### config.mk
export PLATFORM = sky130hd
export DESIGN_NAME = tbs_blend
export DESIGN_NICKNAME = d
export VERILOG_FILES = /design/src/sv/tbs_pkg.sv /design/src/sv/tbs_blend.sv
export SDC_FILE = /design/constraint.sdc
export NUM_CORES = 1
export LEC_CHECK = 0
export ABC_AREA = 1
export ABC_CLOCK_PERIOD_IN_PS = 8530
export BUFFER_PORTS_ARGS = -buffer_cell sky130_fd_sc_hd__buf_4
export CELL_PAD_IN_SITES_DETAIL_PLACEMENT = 1
export CELL_PAD_IN_SITES_GLOBAL_PLACEMENT = 2
export CORE_MARGIN = 2
export CORE_UTILIZATION = 41
export DETAILED_ROUTE_END_ITERATION = 10
export PLACE_DENSITY_LB_ADDON = 0.1
export SYNTH_ARGS = -nofsm -noshare
export SYNTH_HDL_FRONTEND = slang
export SYNTH_SLANG_ARGS = --single-unit
### constraint.sdc
create_clock -name clk -period 8.53 [get_ports clk]
set_clock_uncertainty 0.05 [all_clocks]
set_input_delay 0.4265 -clock clk [delete_from_list [all_inputs] [get_ports clk]]
set_output_delay 0.4265 -clock clk [all_outputs]
set_load 0.03 [all_outputs]
### src/sv/tbs_pkg.sv
// Package for the wrapped bilinear texture sampler.
// Holds shared widths, command and register codes, and the read tag type.
// No dependencies.
package tbs_pkg;

    localparam int TexelCount = 65536;
    localparam int AddrW      = $clog2(TexelCount);
    localparam int FracBits   = 8;
    localparam int SizeW      = 9;
    localparam int CoordW     = 24;
    localparam int CoordFracW = 16;
    localparam int ProdW      = CoordFracW + SizeW;
    localparam int WeightW    = 2 * FracBits + 1;
    localparam int ChanW      = 8;
    localparam int RgbW       = 3 * ChanW;
    localparam int AccW       = ChanW + WeightW;
    localparam int OutW       = 16;
    localparam int OutShift   = 2 * FracBits - 8;
    localparam int CfgIdxW    = 2;

    localparam logic CMD_WRITE  = 1'b0;
    localparam logic CMD_SAMPLE = 1'b1;

    localparam logic MODE_POINT    = 1'b0;
    localparam logic MODE_BILINEAR = 1'b1;

    localparam logic [CfgIdxW-1:0] REG_TEX_WIDTH   = 2'd0;
    localparam logic [CfgIdxW-1:0] REG_TEX_HEIGHT  = 2'd1;
    localparam logic [CfgIdxW-1:0] REG_FILTER_MODE = 2'd2;

    // Travels alongside each texel read so the blend stage can weight it.
    typedef struct packed {
        logic               valid;
        logic               first;
        logic               last;
        logic [WeightW-1:0] weight;
    } rd_tag_t;

endpackage

### src/sv/tbs_blend.sv
// Blend stage: weights each texel read and accumulates the three channels.
// Depends on tbs_pkg.
module tbs_blend
    import tbs_pkg::*;
(
    input  logic            clk,
    input  logic            rst_n,
    input  rd_tag_t         tag,
    input  logic [RgbW-1:0] texel,
    output logic            result_valid,
    output logic [OutW-1:0] red_out,
    output logic [OutW-1:0] green_out,
    output logic [OutW-1:0] blue_out
);

    logic [AccW-1:0] acc_reg [3];
    logic [AccW-1:0] acc_next [3];
    logic            valid_reg;
    logic [OutW-1:0] out_reg [3];

    always_comb
    begin
        for (int c = 0; c < 3; c++)
        begin
            acc_next[c] = (tag.first ? '0 : acc_reg[c])
                        + AccW'(texel[c*ChanW +: ChanW]) * AccW'(tag.weight);
        end
    end

    always_ff @(posedge clk or negedge rst_n)
    begin
        if (!rst_n)
        begin
            valid_reg <= 1'b0;
        end
        else
        begin
            valid_reg <= tag.valid && tag.last;
        end
    end

    always_ff @(posedge clk)
    begin
        if (tag.valid)
        begin
            for (int c = 0; c < 3; c++)
            begin
                acc_reg[c] <= acc_next[c];
                if (tag.last)
                begin
                    out_reg[c] <= acc_next[c][OutShift +: OutW];
                end
            end
        end
    end

    assign result_valid = valid_reg;
    assign red_out      = out_reg[0];
    assign green_out    = out_reg[1];
    assign blue_out     = out_reg[2];

endmodule

Word level (Yosys, flattened, before mapping)
Memories as Yosys holds them, arrays and structs flattened.
Cells that the tools add are included.
Operators by class
  add/sub/neg operators: 3
  $mul: 3
  multiplexer cells: 8
  reduce and logical (&&, ||, !) cells: 1
Operators with widths (number)
  25-bit adder: 3
  8-bit by 17-bit multiplier with 25-bit output: 3
  25-bit two-way mux: 3
  1-bit two-way mux: 5
  1-bit logical AND: 1
Storage, ports and cells
  flip-flop bits (word level): 1
  bits in writable memories: 123
  input bits: 46
  memories: 2
Memory list
  acc_reg: depth 3, bits a word 25, read ports 3, clocked after Yosys merged registers in 0, write ports 3, line tbs_blend.sv:16  | logic [AccW-1:0] acc_reg [3];
  out_reg: depth 3, bits a word 16, read ports 3, clocked after Yosys merged registers in 0, write ports 3, line tbs_blend.sv:19  | logic [OutW-1:0] out_reg [3];

Logic depth before layout (Yosys ltp)
  depth after elaboration: 3
  mapped depth: 23
  gate-level depth less buffers: 21

Worst setup path after synthesis
OpenSTA, ideal clock, no wires.
  path kind: input to register
  start point: input port texel[0]
  end point: memory acc_reg[0][19] (netlist bit) (data pin)
  data arrival time: 4.141 ns
  data required time: 8.223 ns
  slack: 4.083 ns
  stages on the path: 18
  buffers on the path: 2
  path through: clkbuf_1 -> clkbuf_1 -> nand2_1 -> fa_1 -> inv_1 -> fa_1 -> fa_1 -> inv_1 -> fa_1 -> inv_1 -> ha_1 -> a21oi_1 -> and2_4 -> nor2_2 -> nor2_1 -> nand2_1 -> nand2_1 -> nand2_1
RTL lines
  start, declared: line tbs_blend.sv:9  | input logic [RgbW-1:0] texel,
  end, declared: line tbs_blend.sv:16

==> results summary <==
The number of global-route vias before repair is 17700. The first-pass GRT wire length came out at 93.3 mm. The tree is rooted in a sky130_fd_sc_hd__clkbuf_16. Of the post-synthesis cell area, the dominant cell type holds 0.333.

Ranked by total cell area, the synthesized netlist is headed by sky130_fd_sc_hd__fa_1 (33%), sky130_fd_sc_hd__edfxtp_1 (18%), sky130_fd_sc_hd__inv_1 (16%). In this run, synthesis produced a sequential element count of 121. The floorplan has 81 rows.

The total negative slack came out at 0 ns. The max-cap violation count came out at 0. The share of synthesized registers carrying an async set or reset is 0.00826. The count of buffers added on input and output ports is between 90 and 100. The number of synthesized flops with an enable pin came out at between 100 and 150.

The critical setup path kind is input pin to flip-flop. Setup repair after global routing left no endpoint under its margin. The number of nets in the synthesized netlist is 3150. The full die area is 51100 um2. The final hold violation count is 0. The total iterations of the first detailed-routing run is 4.

In this run the number of cells on the critical path is 22. The net count reported at finish came out at 3178. In the final routed layout, each cell accounts on average for 16.7 um. Averaged over all synthesized cells, the footprint is 7.64 um2. The kind of cell with the highest combined delay along the critical path is adder cells.

Tracing the worst setup path back leads to its startpoint at tag[18]. At the pin with the least slew margin, the transition time is 0.898 ns. The buffer depth of the longest clock path came out at 2. Among all flip-flop cells after synthesis, the most frequent one is sky130_fd_sc_hd__edfxtp_1. The clock reaches the later pin of the worst-skew pair after 0.49 ns. Subtracting the final worst setup slack from the clock period gives 5.17 ns. The overflow left after global routing is 0. The die width came out at 226 um.

The count of buffer and inverter cells on the critical path is 8. After floorplanning, the core was sized to cover 48700 um2. The count of synthesis-stage warnings from yosys came out at 0. The most used cell along the critical path is sky130_fd_sc_hd__inv_1.

The data arrival time at the worst-slack endpoint is 5.33 ns. The standard cell with the maximum stage delay on the critical path is sky130_fd_sc_hd__fa_1. The clock buffer count from CTS is 17. After the first detailed-routing iteration, the DRC count stood at 664. The sequential fraction of the synthesis area is 0.180. The most repeated cell in the gate-level netlist after synthesis is sky130_fd_sc_hd__inv_1. The final weighted congestion of routability-driven global placement is between 0.8 and 0.9. The worst register-to-register path has a depth of 18. The signal on the critical path passes through buf_4 -> inv_2 -> buf_4 -> nand2_1 -> fa_1 -> inv_1 -> ha_1 -> ha_1 -> inv_1 -> fa_1 -> inv_1 -> ha_1 -> inv_1 -> fa_1 -> inv_1 -> nand3_1 -> nand3_1 -> nand3_1 -> nand2_1 -> nand2_1 -> nand3_1 -> nand2_1. Clock-pin slew was measured on the worst setup and hold paths at ~0.06 ns. The total half-perimeter wirelength after legalization and detailed placement came out at 45.1 mm. Of the available clock period, the critical path in the final layout requires 0.606. The number of nets with antenna violations after routing came out at 0. Entering global routing, the biggest net connects 50 pins. The commonest cells after synthesis are sky130_fd_sc_hd__inv_1 (855), sky130_fd_sc_hd__nand2_1 (819), sky130_fd_sc_hd__fa_1 (336), sky130_fd_sc_hd__ha_1 (123), sky130_fd_sc_hd__edfxtp_1 (120). The combined global-route utilization of all metal layers came out at 0.238. The total number of H-tree levels is 4.

The worst reg2reg path startpoint is acc_reg[0][62]. The number of max-slew violations in the final report is 0. The final count of negative-setup-slack endpoints came out at 0. The number of remaining DRC errors is 0. Derived from the worst setup path, the maximum achievable clock frequency is 0.194 GHz. The layout overhead on the synthesized area came out at 9.05%. The initial core utilization is 0.414.

The worst pin sits at a relative slew slack of 0.401. The flow ran to the end, and the final reports show no timing, DRC or antenna violations. The total I/O pin count came out at 95. For the worst setup path, the data required time is 8.70 ns. The initial antenna violation count is 2. The CTS sink count came out at between 100 and 150. The cell area after technology mapping is 20200 um2.

The synthesized design spends more area on one cell type than any other, namely sky130_fd_sc_hd__fa_1. The CTS tree is yes. STA classifies the critical path endpoint as a flip-flop.

The min-delay analysis places its worst path in the category input pin to async pin. Of all nets on the critical path, the largest fanout is 36. The worst setup path is launched from an input pin. Using the TritonRoute via totals, the vias-per-cell ratio works out to 4.69. The proportion of layout cells with a drive suffix above 1 is 0.0678.

The overall die height came out at roughly 230 um. The register with the most flip-flops in the layout has 72 of them. The largest stage delay on the critical path came out at 0.56 ns. The routed design has ~56 mm of wire. Summing over every cut layer, the via total after detailed routing is between 15000 and 20000. After synthesis, the netlist uses 23 different library cells. The post-synthesis cell count came out at approximately 2600.
cell families (layout without fill, tap and decap cells):
group / after synthesis / after routing / share of synthesized area
AOI/OAI and AO/OA: 42 / 42 / 0.0114
xor gates and xnor gates: 33 / 33 / 0.0143
adders and majority gates: 459 / 459 / 0.409
buffers and inverters: 956 / 997 / 0.178
DFF: 121 / 121 / 0.180
other: 0 / 1 / 0
and+or+nand+nor: 1034 / 1034 / 0.208
metal layers:
| metal | routed length (um) | share of wire | global-route usage |
|---|---|---|---|
| met4 | 808 | 0.014 | 0.0579 |
| met5 | 0 | 0 | 0 |
| met2 | 27800 | 0.50 | 0.415 |
| met1 | 26200 | 0.47 | 0.319 |
| met3 | 1290 | 0.023 | 0.0230 |
cell type report:
class | instances | area [um2]
multi-input combinational | 1568 | 13000
clock inverter | 14 | 171
fill | 6050 | 26700
antenna | 1 | 2.50
sequential | 121 | 3630
tap | 664 | 831
clock buffer | 18 | 429
timing repair buffer | 98 | 738
inverter | 867 | 3250
through the flow:
step	hold WS [ns]	util	setup WS [ns]	cell area (um2)	cells
final	0.209	0.452	3.36	22000	3351
after floorplan	0.0809	-	4.08	20200	2645
after CTS	0.174	0.452	3.33	22000	3350
after global routing	0.215	0.452	3.01	22000	3351
after detailed placement	0.154	0.439	2.83	21400	3317
after global placement	0.151	0.439	2.85	21400	3317
cells in the final DEF (no fill, tap or decap), drive strengths merged, types with 2 or more instances in the layout:
| master | count |
|---|---|
| nor3 | 4 |
| o21bai | 8 |
| inv | 870 |
| clkinvlp | 2 |
| nand4 | 9 |
| edfxtp | 120 |
| clkinv | 6 |
| fa | 336 |
| ha | 123 |
| nand3 | 101 |
| a21oi | 34 |
| xor2 | 30 |
| buf | 97 |
| xnor2 | 3 |
| nor2 | 86 |
| nand2 | 830 |
| and2 | 4 |
| bufinv | 3 |
| clkbuf | 18 |
final timing paths:
check / endpoint / slack (ns)
worst max-delay path: acc_reg[0][69] / 3.36
worst min-delay path: result_valid / 0.21
worst max register to register: acc_reg[0][73] / 4.16
worst min register to register: acc_reg[0][25] / 0.62
max in group asynchronous: result_valid / 8.14
min in group clk: acc_reg[0][27] / 0.33
what timing repair did:
| action | 4_1_cts | 5_1_grt |
|---|---|---|
| hold endpoints to repair | 1 | 0 |
| gates resized for setup | 0 | 0 |
| buffers inserted | 0 | 0 |
| hold buffers | 1 | 0 |
Power is not shown: default switching activity piles up to over one toggle a cycle in this logic, so the estimate is an artifact.
