`src/sv/tbs_pkg.sv`:
```
// Package for the wrapped bilinear texture sampler.
// Holds shared widths, command and register codes, and the read tag type.
// No dependencies.
package tbs_pkg;

    localparam int TexelCount = 65536;
    localparam int AddrW      = $clog2(TexelCount);
    localparam int FracBits   = 8;
    localparam int SizeW      = 9;
    localparam int CoordW     = 24;
    localparam int CoordFracW = 16;
    localparam int ProdW      = CoordFracW + SizeW;
    localparam int WeightW    = 2 * FracBits + 1;
    localparam int ChanW      = 8;
    localparam int RgbW       = 3 * ChanW;
    localparam int AccW       = ChanW + WeightW;
    localparam int OutW       = 16;
    localparam int OutShift   = 2 * FracBits - 8;
    localparam int CfgIdxW    = 2;

    localparam logic CMD_WRITE  = 1'b0;
    localparam logic CMD_SAMPLE = 1'b1;

    localparam logic MODE_POINT    = 1'b0;
    localparam logic MODE_BILINEAR = 1'b1;

    localparam logic [CfgIdxW-1:0] REG_TEX_WIDTH   = 2'd0;
    localparam logic [CfgIdxW-1:0] REG_TEX_HEIGHT  = 2'd1;
    localparam logic [CfgIdxW-1:0] REG_FILTER_MODE = 2'd2;

    // Travels alongside each texel read so the blend stage can weight it.
    typedef struct packed {
        logic               valid;
        logic               first;
        logic               last;
        logic [WeightW-1:0] weight;
    } rd_tag_t;

endpackage

```
`src/sv/tbs_issue.sv`:
```
// Item register and read sequencer: scales coordinates, wraps them,
// generates texel addresses and weights, and drives the texel RAM port.
// Depends on tbs_pkg.
module tbs_issue
    import tbs_pkg::*;
(
    input  logic                  clk,
    input  logic                  rst_n,
    input  logic                  start,
    input  logic                  command,
    input  logic [15:0]           texel_index,
    input  logic [RgbW-1:0]       texel_rgb,
    input  logic signed [CoordW-1:0] u_coord,
    input  logic signed [CoordW-1:0] v_coord,
    input  logic [SizeW-1:0]      width_eff,
    input  logic [SizeW-1:0]      height_eff,
    input  logic                  mode,
    output logic                  busy,
    output logic                  ram_we,
    output logic [AddrW-1:0]      ram_addr,
    output logic [RgbW-1:0]       ram_wdata,
    output rd_tag_t               tag_reg
);

    localparam logic [FracBits:0] One = (FracBits + 1)'(1 << FracBits);

    logic              valid_reg, valid_next;
    logic              cmd_reg;
    logic [15:0]       idx_reg;
    logic [RgbW-1:0]   rgb_reg;
    logic [ProdW-1:0]  pu_reg, pv_reg;
    logic [1:0]        k_reg, k_next;
    rd_tag_t           tag_next;
    logic              accept, last_issue, bilin;
    logic [SizeW-1:0]  x, y, x1, y1, col, row;
    logic [SizeW:0]    xp, yp;
    logic [FracBits-1:0] fx, fy;
    logic [FracBits:0] fa, fb;
    logic [2*FracBits+1:0] wprod;
    logic [2*SizeW-1:0] lin;

    assign bilin      = (mode == MODE_BILINEAR);
    assign last_issue = (cmd_reg == CMD_WRITE) || !bilin || (k_reg == 2'd3);
    assign busy       = valid_reg && !last_issue;
    assign accept     = start && !busy;

    // Only the fractional part of a coordinate decides the wrapped texel.
    assign x  = pu_reg[ProdW-1:CoordFracW];
    assign y  = pv_reg[ProdW-1:CoordFracW];
    assign fx = pu_reg[CoordFracW-1 -: FracBits];
    assign fy = pv_reg[CoordFracW-1 -: FracBits];
    assign xp = {1'b0, x} + 1'b1;
    assign yp = {1'b0, y} + 1'b1;
    assign x1 = (xp >= {1'b0, width_eff})  ? '0 : xp[SizeW-1:0];
    assign y1 = (yp >= {1'b0, height_eff}) ? '0 : yp[SizeW-1:0];

    always_comb
    begin
        col = (k_reg == 2'd0 || k_reg == 2'd3) ? x : x1;
        row = (k_reg == 2'd0 || k_reg == 2'd1) ? y : y1;
        if (bilin)
        begin
            fa = (k_reg == 2'd0 || k_reg == 2'd3) ? One - {1'b0, fx} : {1'b0, fx};
            fb = (k_reg == 2'd0 || k_reg == 2'd1) ? One - {1'b0, fy} : {1'b0, fy};
        end
        else
        begin
            fa = One;
            fb = One;
        end
        wprod = fa * fb;
        lin   = (2*SizeW)'(row) * (2*SizeW)'(width_eff) + (2*SizeW)'(col);

        ram_we    = valid_reg && (cmd_reg == CMD_WRITE);
        ram_wdata = rgb_reg;
        ram_addr  = (cmd_reg == CMD_WRITE) ? AddrW'(idx_reg) : lin[AddrW-1:0];

        tag_next.valid  = valid_reg && (cmd_reg == CMD_SAMPLE);
        tag_next.first  = (k_reg == 2'd0);
        tag_next.last   = last_issue;
        tag_next.weight = wprod[WeightW-1:0];

        if (accept)
        begin
            valid_next = 1'b1;
        end
        else if (last_issue)
        begin
            valid_next = 1'b0;
        end
        else
        begin
            valid_next = valid_reg;
        end

        if (!valid_reg || last_issue)
        begin
            k_next = 2'd0;
        end
        else
        begin
            k_next = k_reg + 2'd1;
        end
    end

    always_ff @(posedge clk or negedge rst_n)
    begin
        if (!rst_n)
        begin
            valid_reg <= 1'b0;
            k_reg     <= 2'd0;
            tag_reg   <= '0;
        end
        else
        begin
            valid_reg <= valid_next;
            k_reg     <= k_next;
            tag_reg   <= tag_next;
        end
    end

    always_ff @(posedge clk)
    begin
        if (accept)
        begin
            cmd_reg <= command;
            idx_reg <= texel_index;
            rgb_reg <= texel_rgb;
            pu_reg  <= ProdW'(u_coord[CoordFracW-1:0]) * ProdW'(width_eff);
            pv_reg  <= ProdW'(v_coord[CoordFracW-1:0]) * ProdW'(height_eff);
        end
    end

`ifndef SYNTHESIS
    a_busy_has_item: assert property (@(posedge clk) disable iff (!rst_n)
        busy |-> (valid_reg && cmd_reg == CMD_SAMPLE))
        else $error("busy without a sample in progress");
    a_k_only_bilinear: assert property (@(posedge clk) disable iff (!rst_n)
        (k_reg != 2'd0) |-> (valid_reg && cmd_reg == CMD_SAMPLE && bilin))
        else $error("read counter running outside a bilinear sample");
    a_tag_follows_read: assert property (@(posedge clk) disable iff (!rst_n)
        tag_reg.valid |-> $past(valid_reg && !ram_we))
        else $error("read tag without a texel read");
`endif

endmodule

```
`config.mk`:
```
export PLATFORM = sky130hd
export DESIGN_NAME = tbs_issue
export DESIGN_NICKNAME = d
export VERILOG_FILES = /design/src/sv/tbs_pkg.sv /design/src/sv/tbs_issue.sv
export SDC_FILE = /design/constraint.sdc
export NUM_CORES = 1
export LEC_CHECK = 0
export BUFFER_PORTS_ARGS = -buffer_cell sky130_fd_sc_hd__buf_4
export CAP_MARGIN = 10
export CORE_MARGIN = 2
export CORE_UTILIZATION = 45
export CTS_CLUSTER_DIAMETER = 50
export CTS_CLUSTER_SIZE = 16
export DETAILED_ROUTE_END_ITERATION = 10
export PLACE_DENSITY = 0.75
export SYNTH_ARGS = -nofsm -noshare
export SYNTH_HDL_FRONTEND = slang
export SYNTH_SLANG_ARGS = --single-unit
```
`constraint.sdc`:
```
create_clock -name clk -period 12.1 [get_ports clk]
set_input_delay 2.42 -clock clk [delete_from_list [all_inputs] [get_ports clk]]
set_output_delay 2.42 -clock clk [all_outputs]
set_load 0.02 [all_outputs]
```
; ---- Word-level counts from Yosys, hierarchy flattened
; Index checks and enable logic that the tools add are counted.
[op_classes]
shift = 0
n_eq_ne = 2
n_bitwise = 1
div_mod_pow = 0
n_lt_le_gt_ge = 2
n_reduce_logical = 15
n_mul = 4
n_addsub = 6
muxes = 12
[ops]
columns = op, n
row1 = $mux 9, 8
row2 = $mul 16x9->25, 2
row3 = $add 9x1->10 const B, 2
row4 = $ge 10x9->1, 2
row5 = $sub 9x8->9 const A, 2
row6 = $mul 9x9->17, 1
row7 = $add 16x9->16, 1
row8 = $mul 9x9->16, 1
row9 = $mux 16, 1
row10 = $logic_or 1x1->1, 5
row11 = $logic_and 1x1->1, 4
row12 = $logic_not 1->1, 4
row13 = $add 2x1->2 const B, 1
row14 = $eq 2x1->1 const B, 1
row15 = $eq 2x2->1 const B, 1
row16 = $logic_not 2->1, 1
row17 = $mux 1, 2
row18 = $mux 2, 1
row19 = $reduce_bool 2->1, 1
row20 = $not 1->1, 1
[totals]
ramBits = 0
romBits = 0
latch_bits = 0
mem_count = 0
regBits = 114

; ---- Depth between registers and ports, before layout
[depth]
word_depth = 8
mapped_depth = 32
mapped_depth_nobuf = 32

; ---- Worst setup path after synthesis
; Ideal clock, no wire load.
[synth_path]
kind = input port to output port
startpoint = input height_eff[6]
endpoint = output ram_addr[14]
slack_ps = 342
path_buffers = 2
arrival_time_ps = 9338
path_stages = 30
required_time_ps = 9680
cell_sequence = clkbuf_1 > clkbuf_1 > inv_1 > ha_1 > and4_1 > a2111oi_2 > o21a_2 > o21ai_4 > or2_2 > o21ai_0 > a22o_1 > nand2_1 > fa_1 > inv_1 > fa_1 > inv_1 > fa_1 > inv_1 > fa_1 > inv_1 > fa_1 > inv_1 > ha_1 > or3_1 > a21o_1 > and3_1 > nor4_1 > o31ai_1 > xor2_1 > mux2_2
[synth_between]
elab_chain_cells = 6
[synth_rtl]
columns = element, line
row1 = from (decl), tbs_issue.sv:16  ; input logic [SizeW-1:0] height_eff,
row2 = $ge 10x9->1, tbs_issue.sv:55  ; assign y1 = (yp >= {1'b0, height_eff}) ? '0 : yp[SizeW-1:0];
row3 = $mux 9, tbs_issue.sv:55
row4 = $mux 9, tbs_issue.sv:60  ; row = (k_reg == 2'd0 || k_reg == 2'd1) ? y : y1;
row5 = $mul 9x9->16, tbs_issue.sv:72  ; lin = (2*SizeW)'(row) * (2*SizeW)'(width_eff) + (2*SizeW)'(col);
row6 = $add 16x9->16, tbs_issue.sv:72
row7 = $mux 16, tbs_issue.sv:76  ; ram_addr = (cmd_reg == CMD_WRITE) ? AddrW'(idx_reg) : lin[AddrW-1:0];
row8 = to (decl), tbs_issue.sv:20  ; output logic [AddrW-1:0] ram_addr,
; Every way passes these cells.

; ---- Final worst setup path
; Ends and elaborated chain as after synthesis.

==> flow_metrics.py <==
metrics = {
    "status": {
        "status": "completed",
    },
    "worst_setup_path": {
        "crit_slowest_cell": "fa_1",
        "startpoint_type": "primary input",
        "cp.arrival_ps": 9410,
        "worstPathBufferInverterCount": 8,
        "cpPeakStageDelay_ps": 560,
        "end_kind": "primary output",
        "worst_path_most_repeated_cell": "inv_1",
        "reg2reg_to": "tag_reg[16]$_DFF_PN0_",
        "worst-endpoint-required_ps": 9680,
        "critPathKind": "in -> out",
        "crit_fanout": 6,
        "reg2reg_from": "pu_reg[8]$_DFFE_PP_",
        "rr_worst_depth": 22,
        "crit_family": "adder cells",
        "ff2ff_setup_slack_ps": 5840,
    },
    "grt": {
        "gr-usage-met3_pct": 2.822,
        "groute.usage.overall_pct": 20.35,
        "grt_busiest_layer": "met2",
        "grt_pass1_wl_mm": 67.32,
        "grt_pass1_vias": 13920,
        "grt_use_met1_pct": 26.40,
        "grt.overflow.total": 0,
        "antenna_found_initial": 0,
        "grtUsageMet2_pct": 35.47,
        "grt_max_degree": 55,
    },
    "logic_synthesis": {
        "synth_seq_area_share_pct": 15.99,
        "synthArstFlopShare_pct": 23.47,
        "syn_inst": 1890,
        "synth.avg_cell_area_um2": 9.357,
        "yosys_warnings": 0,
        "ys_ff_latch": 98,
        "yosys.area.top_type": "fa_1",
        "synth_most_common_cell": "inv_1",
        "yosysTopAreaCellShare_pct": 33.85,
        "ys_top_cells_by_count": "355 x inv_1, 299 x fa_1, 287 x nand2_1",
        "syn_area_mm2": 0.01768,
        "synth_nets": 2487,
        "yosysUniqueCellTypes": 65,
        "yosys-top-cells-area": "fa_1 34%, ha_1 13%, edfxtp_1 13%",
        "ys.flop_type": "edfxtp_1",
        "synth_edf_count": 75,
    },
    "sta": {
        "slew_violations": 0,
        "worstMarginPinSlew_ps": 824.6,
        "setup_ws_ps": 275.0,
        "setup_viol": 0,
        "fmaxAchievable_mhz": 84.57,
        "hold_violations": 0,
        "skew_ps": 11.62,
        "post-route-min-period_ps": 11830,
        "fin_hold_ws_ps": 503.0,
        "fin_crit_sh_pct": 97.73,
        "slew_headroom_pct": 45.03,
    },
    "floorplan": {
        "fp.dieH_um": 202.2,
        "core-area_mm2": 0.03874,
        "io_pins": 173,
        "rows": 72,
        "die_w_um": 202.2,
        "dieArea_mm2": 0.04090,
        "initial_core_util_pct": 45.65,
    },
    "route": {
        "vias": 12830,
        "wl_per_cell_um": 15.93,
        "drc_errors": 0,
        "drtAntennaViolNets": 0,
        "dr.pass1.iters": 5,
        "routed_wl_mm": 40.07,
        "drt_iter0_markers": 650,
        "via_per_inst": 5.099,
    },
    "clock_tree": {
        "clk_pin_slew_ps": 80,
        "cts_tree": "done",
        "htree_levels": 3,
        "clk_latency_ps": 370,
        "cts_buffers": 9,
        "clockBufferDepth": 2,
        "cts_root_buffer": "clkbuf_16",
        "cts.sinks": 98,
        "hold_buffers": 0,
    },
    "layout": {
        "largest_reg_flops": 24,
        "syn_to_final_growth_pct": 10.96,
        "drive_gt1_share_pct": 10.96,
        "n_antenna_cell": 0,
        "fillerInstances": 3506,
        "final_nets": 2590,
        "fin_area_mm2": 0.01962,
    },
    "placement": {
        "io_buffers": 156,
        "gp_congestion": 0.8712,
        "placed_cell_area_mm2": 0.01930,
        "pre_cts_slack_ps": 125.0,
        "hpwl_mm": 32.85,
    },
    "worst_hold_path": {
        "whs_path_depth": 1,
        "min_to": "k_reg[0]$_DFF_PN0_",
        "hp-class": "reg -> reg",
        "min_from": "k_reg[0]$_DFF_PN0_",
    },
    "flow_run": {
        "drv_cap": 0,
    },
}
-- worst max-delay path by stage --
stage,start,endpoint,slack (ps),depth (start not counted)
floorplan,height_eff[6],ram_addr[14],340,30
global placement,height_eff[4],ram_addr[14],320,30
detailed placement,height_eff[4],ram_addr[14],130,30
CTS,height_eff[4],ram_addr[14],130,30
global route,height_eff[6],ram_addr[14],-20,30
finish,height_eff[6],ram_addr[14],270,30
-- routing by layer --
layer	share of wire [%]	vias up	wire length (µm)
met5	0	-	0
met4	2.2	0	869
met3	5.0	73	1994
met2	50	309	19850
met1	43	6406	17360
li1	-	6040	-
-- cell type report --
cell class                 count  area [µm²]  area share, %
inverter                     355        1333          6.791
timing repair buffer         167        1257          6.408
clock inverter                 7       56.30         0.2869
multi-input combinational   1362       13280          67.65
clock buffer                   9       225.2          1.148
tap                          518       648.1          3.303
sequential                    98        2828          14.41
-- stage by stage --
step	TNS, ps	cells	utilization [%]
floorplan	0	1890	-
global placement	0	2499	49.82
detailed placement	0	2499	49.82
CTS	0	2515	50.55
global route	-15.67	2516	50.66
finish	0	2516	50.66
-- worst register-to-register path, stage by stage, from the launching register on --
cell and delay [ps]:
edfxtp_1 610, inv_1 220, ha_1 220, or3b_2 490, nand2_1 100, xnor2_1 120, and2_1 350, nand2_1 130
fa_1 550, inv_1 50, fa_1 500, ha_1 340, fa_1 450, ha_1 330, nor2b_1 140, o21ai_0 220
a21boi_1 130, o21ai_0 160, nand2b_1 100, a21o_1 200, a41o_1 260, o41a_1 320, xnor2_1 200
-- what timing repair did --
item | in CTS | in global routing
setup buffers | 0 | 1
setup endpoints to repair | 0 | 4
gates resized for setup | 0 | 7
-- logic make-up after synthesis --
kind of cell / count (synthesis) / share of synthesized area (%)
compound gates: 141 / 5.434
mux: 17 / 1.090
simple gates: 640 / 17.34
fa+ha+maj: 486 / 47.08
flops: 98 / 15.99
buf+inv: 430 / 9.127
xor+xnor: 78 / 3.941
-- cells in the final DEF (no fill, tap or decap), drive strengths merged, types with 7 or more instances in the layout --
| master | count |
|---|---|
| xor2 | 24 |
| or3 | 7 |
| nand3 | 12 |
| nand2 | 288 |
| o21a | 13 |
| nand2b | 18 |
| and3 | 12 |
| nor3 | 19 |
| buf | 167 |
| fa | 299 |
| o21ai | 33 |
| and2 | 149 |
| nor2 | 91 |
| mux2 | 15 |
| xnor2 | 53 |
| clkbuf | 9 |
| ha | 187 |
| dfrtp | 23 |
| edfxtp | 75 |
| a21oi | 31 |
| nor2b | 16 |
| a21o | 20 |
| inv | 362 |
Power is left out: the tool's default activity adds up to more than one toggle a clock period on the data nets, which glitch-free logic cannot reach.
